## src/isseq_pkg.sv

```systemverilog
// Package for the idle and standby sequencer: request types, configuration
// and state records, mode codes and timing constants.
// No dependencies.
`default_nettype none

package isseq_pkg;

    localparam int TICKS_PER_SECOND = 1000;
    localparam int PRESCALE_W = (TICKS_PER_SECOND > 1) ? $clog2(TICKS_PER_SECOND) : 1;
    localparam logic [PRESCALE_W-1:0] PRESCALE_TOP = PRESCALE_W'(TICKS_PER_SECOND - 1);

    localparam int CFG_IDX_W  = 2;
    localparam int CFG_DATA_W = 16;

    localparam logic [CFG_IDX_W-1:0] CFG_DEADZONE       = 2'd0;
    localparam logic [CFG_IDX_W-1:0] CFG_IDLE_TIMEOUT_S = 2'd1;
    localparam logic [CFG_IDX_W-1:0] CFG_LONG_PRESS_MS  = 2'd2;
    localparam logic [CFG_IDX_W-1:0] CFG_SLEEP_DELAY_MS = 2'd3;

    localparam logic [14:0] DEADZONE_RST       = 15'd10;
    localparam logic [15:0] IDLE_TIMEOUT_S_RST = 16'd120;
    localparam logic [15:0] LONG_PRESS_MS_RST  = 16'd1000;
    localparam logic [15:0] SLEEP_DELAY_MS_RST = 16'd1000;

    typedef enum logic [2:0] {
        MODE_ARM      = 3'd0,
        MODE_ARMED    = 3'd1,
        MODE_WAIT_REL = 3'd2,
        MODE_INDICATE = 3'd3,
        MODE_DELAY    = 3'd4,
        MODE_ASLEEP   = 3'd5
    } t_mode;

    typedef struct packed {
        logic signed [15:0] joy_x;
        logic signed [15:0] joy_y;
        logic               boot_released;
        logic               boot_changed;
        logic [15:0]        press_ms;
        logic               scan_done;
    } t_in_req;

    typedef struct packed {
        logic       disconnect_request;
        logic       indicate_start;
        logic       shutdown;
        logic       client_busy;
        logic [2:0] standby_mode;
    } t_out_req;

    typedef struct packed {
        logic [14:0] deadzone;
        logic [15:0] idle_timeout_s;
        logic [15:0] long_press_ms;
        logic [15:0] sleep_delay_ms;
    } t_cfg;

    typedef struct packed {
        t_mode                 mode;
        logic [15:0]           idle_seconds;
        logic [PRESCALE_W-1:0] ms_prescale;
        logic [15:0]           standby_elapsed;
        logic                  busy;
    } t_state;

endpackage

`default_nettype wire

```

## src/isseq_cfg.sv

```systemverilog
// Configuration register bank of the idle and standby sequencer.
// Depends on isseq_pkg for register indexes, reset values and t_cfg.
`default_nettype none

module isseq_cfg
    import isseq_pkg::*;
(
    input  wire logic                  i_clk,
    input  wire logic                  i_rst_n,
    input  wire logic                  i_cfg_we,
    input  wire logic [CFG_IDX_W-1:0]  i_cfg_idx,
    input  wire logic [CFG_DATA_W-1:0] i_cfg_data,
    output t_cfg                       o_cfg
);

    t_cfg r_cfg;

    always_ff @(posedge i_clk) begin
        if (!i_rst_n) begin
            r_cfg.deadzone       <= DEADZONE_RST;
            r_cfg.idle_timeout_s <= IDLE_TIMEOUT_S_RST;
            r_cfg.long_press_ms  <= LONG_PRESS_MS_RST;
            r_cfg.sleep_delay_ms <= SLEEP_DELAY_MS_RST;
        end else if (i_cfg_we) begin
            case (i_cfg_idx)
                CFG_DEADZONE:       r_cfg.deadzone       <= i_cfg_data[14:0];
                CFG_IDLE_TIMEOUT_S: r_cfg.idle_timeout_s <= i_cfg_data;
                CFG_LONG_PRESS_MS:  r_cfg.long_press_ms  <= i_cfg_data;
                CFG_SLEEP_DELAY_MS: r_cfg.sleep_delay_ms <= i_cfg_data;
                default: ;
            endcase
        end
    end

    assign o_cfg = r_cfg;

endmodule

`default_nettype wire

```

## src/isseq_step.sv

```systemverilog
// Next-state and result logic for one millisecond tick of the sequencer.
// Depends on isseq_pkg for t_in_req, t_out_req, t_cfg, t_state and modes.
`default_nettype none

module isseq_step
    import isseq_pkg::*;
(
    input  wire t_in_req i_req,
    input  wire t_cfg    i_cfg,
    input  wire t_state  i_state,
    output t_state   o_state,
    output t_out_req o_res
);

    always_comb begin
        logic signed [16:0] dz;
        logic signed [16:0] neg_dz;
        logic signed [16:0] jx;
        logic signed [16:0] jy;
        logic               active;
        logic               centred;
        t_state             n;
        logic               disc;
        logic               ind;
        logic               shut;

        dz      = $signed({2'b00, i_cfg.deadzone});
        neg_dz  = -dz;
        jx      = $signed({i_req.joy_x[15], i_req.joy_x});
        jy      = $signed({i_req.joy_y[15], i_req.joy_y});
        active  = (jx > dz) || (jx < neg_dz) || (jy > dz) || (jy < neg_dz);
        centred = (jx < dz) && (jx > neg_dz) && (jy < dz) && (jy > neg_dz);

        n    = i_state;
        disc = 1'b0;
        ind  = 1'b0;
        shut = 1'b0;

        if (n.standby_elapsed != 16'hFFFF) begin
            n.standby_elapsed = n.standby_elapsed + 16'd1;
        end

        if (i_req.scan_done) begin
            n.standby_elapsed = 16'd0;
            if (n.mode != MODE_DELAY) begin
                n.mode = MODE_INDICATE;
            end
        end

        if (i_state.ms_prescale == PRESCALE_TOP) begin
            n.ms_prescale = '0;
            if (n.idle_seconds != 16'hFFFF) begin
                n.idle_seconds = n.idle_seconds + 16'd1;
            end
            if (n.idle_seconds > i_cfg.idle_timeout_s) begin
                n.idle_seconds    = 16'd0;
                disc              = 1'b1;
                n.standby_elapsed = 16'd0;
                if (n.mode != MODE_DELAY) begin
                    n.mode = MODE_INDICATE;
                end
            end
        end else begin
            n.ms_prescale = i_state.ms_prescale + PRESCALE_W'(1);
        end

        if (active) begin
            n.idle_seconds = 16'd0;
        end

        case (n.mode)
            MODE_ARM: begin
                if (i_req.boot_released) begin
                    n.mode = MODE_ARMED;
                end
            end
            MODE_ARMED: begin
                if (!i_req.boot_released && (i_req.press_ms >= i_cfg.long_press_ms)
                        && centred) begin
                    disc              = 1'b1;
                    n.standby_elapsed = 16'd0;
                    n.mode            = MODE_WAIT_REL;
                end
            end
            MODE_WAIT_REL: begin
                if (i_req.boot_changed && i_req.boot_released) begin
                    n.standby_elapsed = 16'd0;
                    n.mode            = MODE_INDICATE;
                end
            end
            MODE_INDICATE: begin
                ind               = 1'b1;
                n.standby_elapsed = 16'd0;
                n.mode            = MODE_DELAY;
            end
            MODE_DELAY: begin
                if (n.standby_elapsed > i_cfg.sleep_delay_ms) begin
                    n.standby_elapsed = 16'd0;
                    n.mode            = MODE_ASLEEP;
                    shut              = 1'b1;
                    n.busy            = 1'b0;
                end
            end
            default: ;
        endcase

        o_state                  = n;
        o_res.disconnect_request = disc;
        o_res.indicate_start     = ind;
        o_res.shutdown           = shut;
        o_res.client_busy        = n.busy;
        o_res.standby_mode       = n.mode;
    end

endmodule

`default_nettype wire

```

## src/idle_standby_sequencer.sv

```systemverilog
// Top level of the idle and standby sequencer: input register, sequencer
// state, result register. Depends on isseq_pkg, isseq_cfg and isseq_step.
//
//   channel   direction  handshake                      payload
//   input     in         i_in_valid / o_in_stall        i_in_req  (t_in_req)
//   result    out        o_out_valid / i_out_stall      o_out_req (t_out_req)
//   config    in         i_cfg_we                       i_cfg_idx, i_cfg_data
//
// One request per cycle sustained while the result is not stalled; a request
// passes from acceptance through the input register and the step logic into
// the result register before hand-over.
// Reset is synchronous; nothing is pending after it.
// A stalled result holds the step logic; the input register then stalls too.
`default_nettype none

module idle_standby_sequencer
    import isseq_pkg::*;
(
    input  wire logic                  i_clk,
    input  wire logic                  i_rst_n,
    input  wire logic                  i_in_valid,
    output logic                       o_in_stall,
    input  wire t_in_req               i_in_req,
    output logic                       o_out_valid,
    input  wire logic                  i_out_stall,
    output t_out_req                   o_out_req,
    input  wire logic                  i_cfg_we,
    input  wire logic [CFG_IDX_W-1:0]  i_cfg_idx,
    input  wire logic [CFG_DATA_W-1:0] i_cfg_data
);

    t_cfg     cfg;
    t_state   r_state;
    t_state   n_state;
    t_out_req n_res;
    logic     r_in_vld;
    t_in_req  r_in;
    logic     r_out_vld;
    t_out_req r_out;
    logic     advance;
    logic     in_take;

    isseq_cfg u_cfg (
        .i_clk      (i_clk),
        .i_rst_n    (i_rst_n),
        .i_cfg_we   (i_cfg_we),
        .i_cfg_idx  (i_cfg_idx),
        .i_cfg_data (i_cfg_data),
        .o_cfg      (cfg)
    );

    isseq_step u_step (
        .i_req   (r_in),
        .i_cfg   (cfg),
        .i_state (r_state),
        .o_state (n_state),
        .o_res   (n_res)
    );

    assign advance    = r_in_vld && (!r_out_vld || !i_out_stall);
    assign o_in_stall = r_in_vld && !advance;
    assign in_take    = i_in_valid && !o_in_stall;

    always_ff @(posedge i_clk) begin
        if (!i_rst_n) begin
            r_in_vld <= 1'b0;
        end else if (in_take) begin
            r_in_vld <= 1'b1;
        end else if (advance) begin
            r_in_vld <= 1'b0;
        end
    end

    always_ff @(posedge i_clk) begin
        if (in_take) begin
            r_in <= i_in_req;
        end
    end

    always_ff @(posedge i_clk) begin
        if (!i_rst_n) begin
            r_state.mode            <= MODE_ARM;
            r_state.idle_seconds    <= 16'd0;
            r_state.ms_prescale     <= '0;
            r_state.standby_elapsed <= 16'd0;
            r_state.busy            <= 1'b1;
        end else if (advance) begin
            r_state <= n_state;
        end
    end

    always_ff @(posedge i_clk) begin
        if (!i_rst_n) begin
            r_out_vld <= 1'b0;
        end else if (advance) begin
            r_out_vld <= 1'b1;
        end else if (!i_out_stall) begin
            r_out_vld <= 1'b0;
        end
    end

    always_ff @(posedge i_clk) begin
        if (advance) begin
            r_out <= n_res;
        end
    end

    assign o_out_valid = r_out_vld;
    assign o_out_req   = r_out;

endmodule

`default_nettype wire

```

## config.mk

```make
export PLATFORM = sky130hd
export DESIGN_NAME = idle_standby_sequencer
export DESIGN_NICKNAME = d
export VERILOG_FILES = /design/src/isseq_pkg.sv /design/src/isseq_cfg.sv /design/src/isseq_step.sv /design/src/idle_standby_sequencer.sv
export SDC_FILE = /design/constraint.sdc
export NUM_CORES = 1
export LEC_CHECK = 0
export BUFFER_PORTS_ARGS = -buffer_cell sky130_fd_sc_hd__buf_2
export CAP_MARGIN = 20
export CELL_PAD_IN_SITES_DETAIL_PLACEMENT = 1
export CELL_PAD_IN_SITES_GLOBAL_PLACEMENT = 1
export CORE_MARGIN = 2
export CORE_UTILIZATION = 36
export DETAILED_ROUTE_END_ITERATION = 10
export PLACE_DENSITY = 0.72
export REMOVE_ABC_BUFFERS = 1
export SYNTH_ARGS = -nofsm -noshare
export SYNTH_HDL_FRONTEND = slang
export SYNTH_SLANG_ARGS = --single-unit
```

## constraint.sdc

```tcl
create_clock -name i_clk -period 6.06 [get_ports i_clk]
set_input_delay 0 -clock i_clk [delete_from_list [all_inputs] [get_ports i_clk]]
set_output_delay 0 -clock i_clk [all_outputs]
set_load 0.1 [all_outputs]
```

# Word level (Yosys, flattened, before mapping)
# Index checks and enable logic that the tools add are counted.
# Widths: inputs -> output; s select.
[op_classes] eq_ne=13 n_mux=33 n_lt_le_gt_ge=11 n_reduce_logical=27 add_sub_neg=4
[op_table] cell="$mux 16" count=9
[op_table] cell="$gt 16x16->1" count=4
[op_table] cell="$pmux 16 s4" count=1
[op_table] cell="$mux 19" count=2
[op_table] cell="$gt 16x17->1" count=2
[op_table] cell="$lt 16x17->1" count=2
[op_table] cell="$add 16x1->16 const B" count=2
[op_table] cell="$lt 16x16->1" count=2
[op_table] cell="$ne 16x16->1 const B" count=2
[op_table] cell="$mux 3" count=7
[op_table] cell="$mux 17" count=1
[op_table] cell="$neg 15->17" count=1
[op_table] cell="$ge 16x16->1" count=1
[op_table] cell="$pmux 3 s5" count=1
[op_table] cell="$mux 1" count=11
[op_table] cell="$add 10x1->10 const B" count=1
[op_table] cell="$eq 10x10->1 const B" count=1
[op_table] cell="$mux 10" count=1
[op_table] cell="$reduce_and 2->1" count=5
[op_table] cell="$logic_and 1x1->1" count=9
[op_table] cell="$eq 3x2->1 const B" count=2
[op_table] cell="$ne 3x3->1 const B" count=2
[op_table] cell="$logic_not 1->1" count=5
[op_table] cell="$eq 2x2->1 const B" count=2
[op_table] cell="8 further kinds" count=12
[word_totals] register_bits=169 output_inout_bits=9 in_bits=74 elab_cells=110

# Logic depth before layout (Yosys ltp)
[depth] word_depth=9 mapped_depth=29 depth_no_buf=26

# By module
# A second synthesis with hierarchy kept.
[unflattened] cells_unflattened=1182 area_unflattened_um2=10860.4
[modules_own_cells] module="isseq_step" seq_area_each_um2=0.0 n_inst=1 area_per_inst_um2=4754.6 cells_per_inst=684
[modules_own_cells] module="idle_standby_sequencer" seq_area_each_um2=2702.6 n_inst=1 area_per_inst_um2=3681.0 cells_per_inst=265
[modules_own_cells] module="isseq_cfg" seq_area_each_um2=1261.2 n_inst=1 area_per_inst_um2=2424.8 cells_per_inst=233

# Least setup slack after synthesis
# OpenSTA, ideal clock, no wires.
[synth_path] kind="register to register" start="register r_state[33] (netlist name)" end="register r_state[8] (netlist name)" arrival_time_ns=4.968 slack_ns=1.032 path_stages_with_launch=28 n_path_buf=1 required_ns=6.000 synth_period_minus_slack_ns=5.028 setup_ns=0.060 cell_sequence="dfxtp_1 -> and4_1 -> nand4_1 -> nor3_2 -> nand2_1 -> nor2_1 -> nor2_1 -> and4_1 -> xor2_1 -> ha_1 -> nand2_1 -> nor4_2 -> nand4_1 -> a21bo_2 -> nor2_1 -> nor2_2 -> o21a_1 -> ha_1 -> a21oi_1 -> o21ai_0 -> a221oi_1 -> or2_2 -> a21oi_1 -> a211oi_1 -> o2bb2ai_4 -> buf_6 -> o211ai_2 -> nand2_1"
[synth_via] elab_chain_len=9 elab_cells_between_ends=18 cone_classes="add/sub: 1; order compare: 2; eq/ne: 5; mux: 10"
[synth_rtl] element="start, declared" line_no="idle_standby_sequencer.sv:33" rtl="t_state r_state;"
[synth_rtl] element="start signal, assigned" line_no="idle_standby_sequencer.sv:88" rtl="r_state <= n_state;"
[synth_rtl] element="$add 16x1->16 / $ne 16x16->1 (equally long branches)" line_no="isseq_step.sv:53, isseq_step.sv:52"
[synth_rtl] element="$mux 16 (*)" line_no="isseq_step.sv:52" rtl="if (n.idle_seconds != 16'hFFFF) begin"
[synth_rtl] element="$mux 16 (*)" line_no="isseq_step.sv:50" rtl="if (i_state.ms_prescale == PRESCALE_TOP) begin"
[synth_rtl] element="$gt 16x16->1 (*)" line_no="isseq_step.sv:55" rtl="if (n.idle_seconds > i_cfg.idle_timeout_s) begin"
[synth_rtl] element="$mux 16" line_no="isseq_step.sv:55"
[synth_rtl] element="$mux 16" line_no="isseq_step.sv:50"
[synth_rtl] element="$gt 16x16->1" line_no="isseq_step.sv:97" rtl="if (n.standby_elapsed > i_cfg.sleep_delay_ms) begin"
[synth_rtl] element="$mux 17" line_no="isseq_step.sv:97"
[synth_rtl] element="$pmux 16 s4 (*)" line_no="isseq_step.sv:71" rtl="case (n.mode)"
# Mark *: on every way between the ends. The rest lies on a longest branch, timed or not. The select of a mux whose other input is x is not followed.
# A chain may end at the register's enable or synchronous reset.

# Worst setup path in the final report
[layout_path] start="register r_state[33] (netlist name)" end="register r_state[4] (netlist name)"
# Same word-level chain as after synthesis.

==> results.py <==
metrics = {
    "placement": {
        "dp_hpwl_um": 20310,
        "placed_cell_area_um2": 10390,
        "io_buffer_count": 82,
        "gp_congestion": 0.8846,
    },
    "logic_synthesis": {
        "yosysSeqAreaShare_pct": 41.12,
        "ys_warn_count": 0,
        "ys.flop_type": "dfxtp_1",
        "synth_cells": 1043,
        "syn-mean-instance-area_um2": 9.243,
        "ys_types": 78,
        "syn_area_um2": 9640,
        "synthArstFlopShare_pct": 0,
        "synth-seq-cells": 169,
        "synth-edff-count": 58,
    },
    "sta": {
        "tns_ns": 0,
        "slew_violations": 0,
        "rsz0062_at_grt": "no",
        "period_share_pct": 92.45,
        "max_freq_mhz": 178.5,
        "maxSlewHeadroom_pct": 30.61,
        "tightest_slew_ns": 1.041,
        "hold_viol_final": 0,
        "fin_crit_ns": 5.602,
        "setup_violations": 0,
        "finalClockSkew_ns": 0.01763,
    },
    "global_route": {
        "grt-ovfl-total": 0,
        "antenna_found_initial": 0,
        "grt_pass1_vias": 8790,
        "grt_pass1_wl_um": 47250,
        "grt_max_degree": 53,
        "grt_usage_pct": 21.29,
    },
    "finish": {
        "layout_common_cells": "nand2_1, ha_1, dfxtp_1",
        "fin_nets": 1382,
        "drive_above_1_share_pct": 13.67,
        "mostFrequentLayoutCell": "nand2_1",
        "antenna-diode-count": 0,
        "final_area_um2": 11700,
        "area_delta_synth_final_pct": 21.31,
    },
    "power": {
        "p_leak_nw": 4.804,
        "power.density_nw_per_um2": 229.3,
        "ir_drop_v": 0.0001484,
    },
    "die": {
        "die_y_um": 167.6,
        "row_count": 59,
        "core_um2": 26210,
        "dieArea_um2": 28100,
        "start_util_pct": 36.79,
        "ios": 83,
        "dieWidth_um": 167.6,
    },
    "clock_network": {
        "clk_path_buf_depth": 2,
        "htreeDepth": 4,
        "post-cts-setup-buffer-count": 0,
        "cts_tree": "done",
        "cts_made_buffers": 17,
        "clock_sinks": 169,
        "root_buffer": "clkbuf_16",
        "cts.clk_slew.worst_paths_ns": 0.08,
        "clk_latency_ns": 0.44,
    },
    "setup_path": {
        "critPathMaxFanout": 17,
        "timing.rr.end": "r_state[4]",
        "crit_start": "r_state[33]",
        "endpoint": "r_state[4]",
        "reg2reg_slack_ns": 0.46,
        "critPathArrivalTime_ns": 5.97,
        "critPathKind": "reg2reg",
        "r2r_cells": 25,
        "cp-start-kind": "flop",
        "required_ns": 6.42,
        "r2r-start": "r_state[33]",
        "worstSetupEndpointType": "flop",
    },
    "drt": {
        "drt_iter0_drc": 376,
        "ant_nets": 0,
        "drt_wl_total_um": 29060,
        "drc": 0,
        "vias": 8215,
        "viasPerCell": 5.327,
        "drt_pass1_iterations": 5,
        "post_drt_wl_per_cell_um": 18.85,
    },
    "status": {
        "status": "finished, final reports clean",
    },
    "job": {
        "cap_violations": 0,
    },
    "hold_path": {
        "min_path_type": "in2reg",
    },
}
stage by stage:
step	power, mW	setup WS (ns)	util [%]	hold slack (ns)	std cells
3_3_place_gp	1.566	0.3721	39.66	0.1767	1440
6_report	2.682	0.4578	44.63	0.04888	1542
5_1_grt	2.788	0.03499	44.63	0.1071	1542
3_5_place_dp	1.581	0.1502	39.66	0.1783	1440
4_1_cts	2.688	0.08298	44.49	0.04624	1542
2_1_floorplan	1.459	0.8924	-	0.06194	1014
critical path, cell delays in order, from the launching register on:
cell and delay, ns:
dfxtp_1 0.43, and4_1 0.30, nand4_1 0.16, nor3_2 0.28
nand2_1 0.15, nor2_2 0.23, nor2_1 0.11, and3_1 0.20
xor2_1 0.16, ha_1 0.34, a21oi_1 0.07, nor3_1 0.32
nor3_1 0.11, a21bo_2 0.26, nor2_1 0.17, nor2_4 0.08
o21a_1 0.13, ha_1 0.31, nand4_1 0.16, or4_1 0.55
nand3_1 0.10, a21oi_1 0.07, a211oi_2 0.25, o2bb2ai_4 0.32
a31oi_1 0.15, mux2i_1 0.13
power breakdown:
group	switching, mW	internal (mW)
registers	0.0292	1.22
logic	0.216	0.142
clock network	0.495	0.581
total	0.741	1.94
worst min path at each step:
stage	cells past startpoint	slack, ns	from	to
after floorplan	1	0.06	i_rst_n	r_state[0]
after global placement	1	0.18	i_in_req[46]	r_in[46]
after detailed placement	1	0.18	i_in_req[42]	r_in[42]
after CTS	4	0.05	i_cfg_idx[1]	u_cfg.o_cfg[50]
after global routing	4	0.11	i_cfg_idx[1]	u_cfg.o_cfg[57]
final	4	0.05	i_cfg_idx[1]	u_cfg.o_cfg[50]
synthesized netlist by cell type, types with 19 or more instances:
cell | number | share of area [%]
edfxtp_1 | 58 | 18
a21oi_1 | 101 | 5.2
clkbuf_1 | 20 | 0.78
o211ai_1 | 19 | 1.5
dfxtp_1 | 111 | 23
nand2_1 | 168 | 6.5
inv_1 | 89 | 3.5
ha_1 | 114 | 15
nor2_1 | 61 | 2.4
nand3_1 | 24 | 1.2
a22o_1 | 21 | 1.9
nand4_1 | 34 | 2.2
xnor2_1 | 26 | 2.4
final cells by class:
type,instances,area (um2)
fill,3018,14510
multi-input combinational,754,5225
sequential,169,3964
timing repair buffer,161,1179
clock buffer,19,442.9
tap,335,419.2
inverter,91,342.8
clock inverter,13,122.6
layer usage:
layer,track usage (%),share of wire [%],vias to the layer above
met3,3.285,2.9,34
met2,36.66,49,146
met5,0,0,-
li1,-,-,4025
met1,27.73,46,4010
met4,6.011,1.7,0
state kept, by name, summed over array words and instances, names as in the netlist:
signal and cells:
r_in_vld 1, o_out_valid 1, o_out_req 7, r_in 51
u_cfg.o_cfg 63, r_state 46
cell families after synthesis:
family	synth area share [%]
XOR/XNOR	3.816
AO/OA/AOI/OAI	16.55
multiplexers	0.4413
buffers and inverters	5.178
adder cells (fa/ha/maj)	14.80
flip-flops	41.12
AND/OR/NAND/NOR	18.11
repair_timing:
| action | 4_1_cts | 5_1_grt |
|---|---|---|
| endpoints found under the hold margin | 117 | 0 |
| endpoints found under the setup margin | 0 | 20 |
| hold buffers | 70 | 0 |
| gates resized for setup | 0 | 8 |
Note: power is estimated with default switching activity, not from simulation.
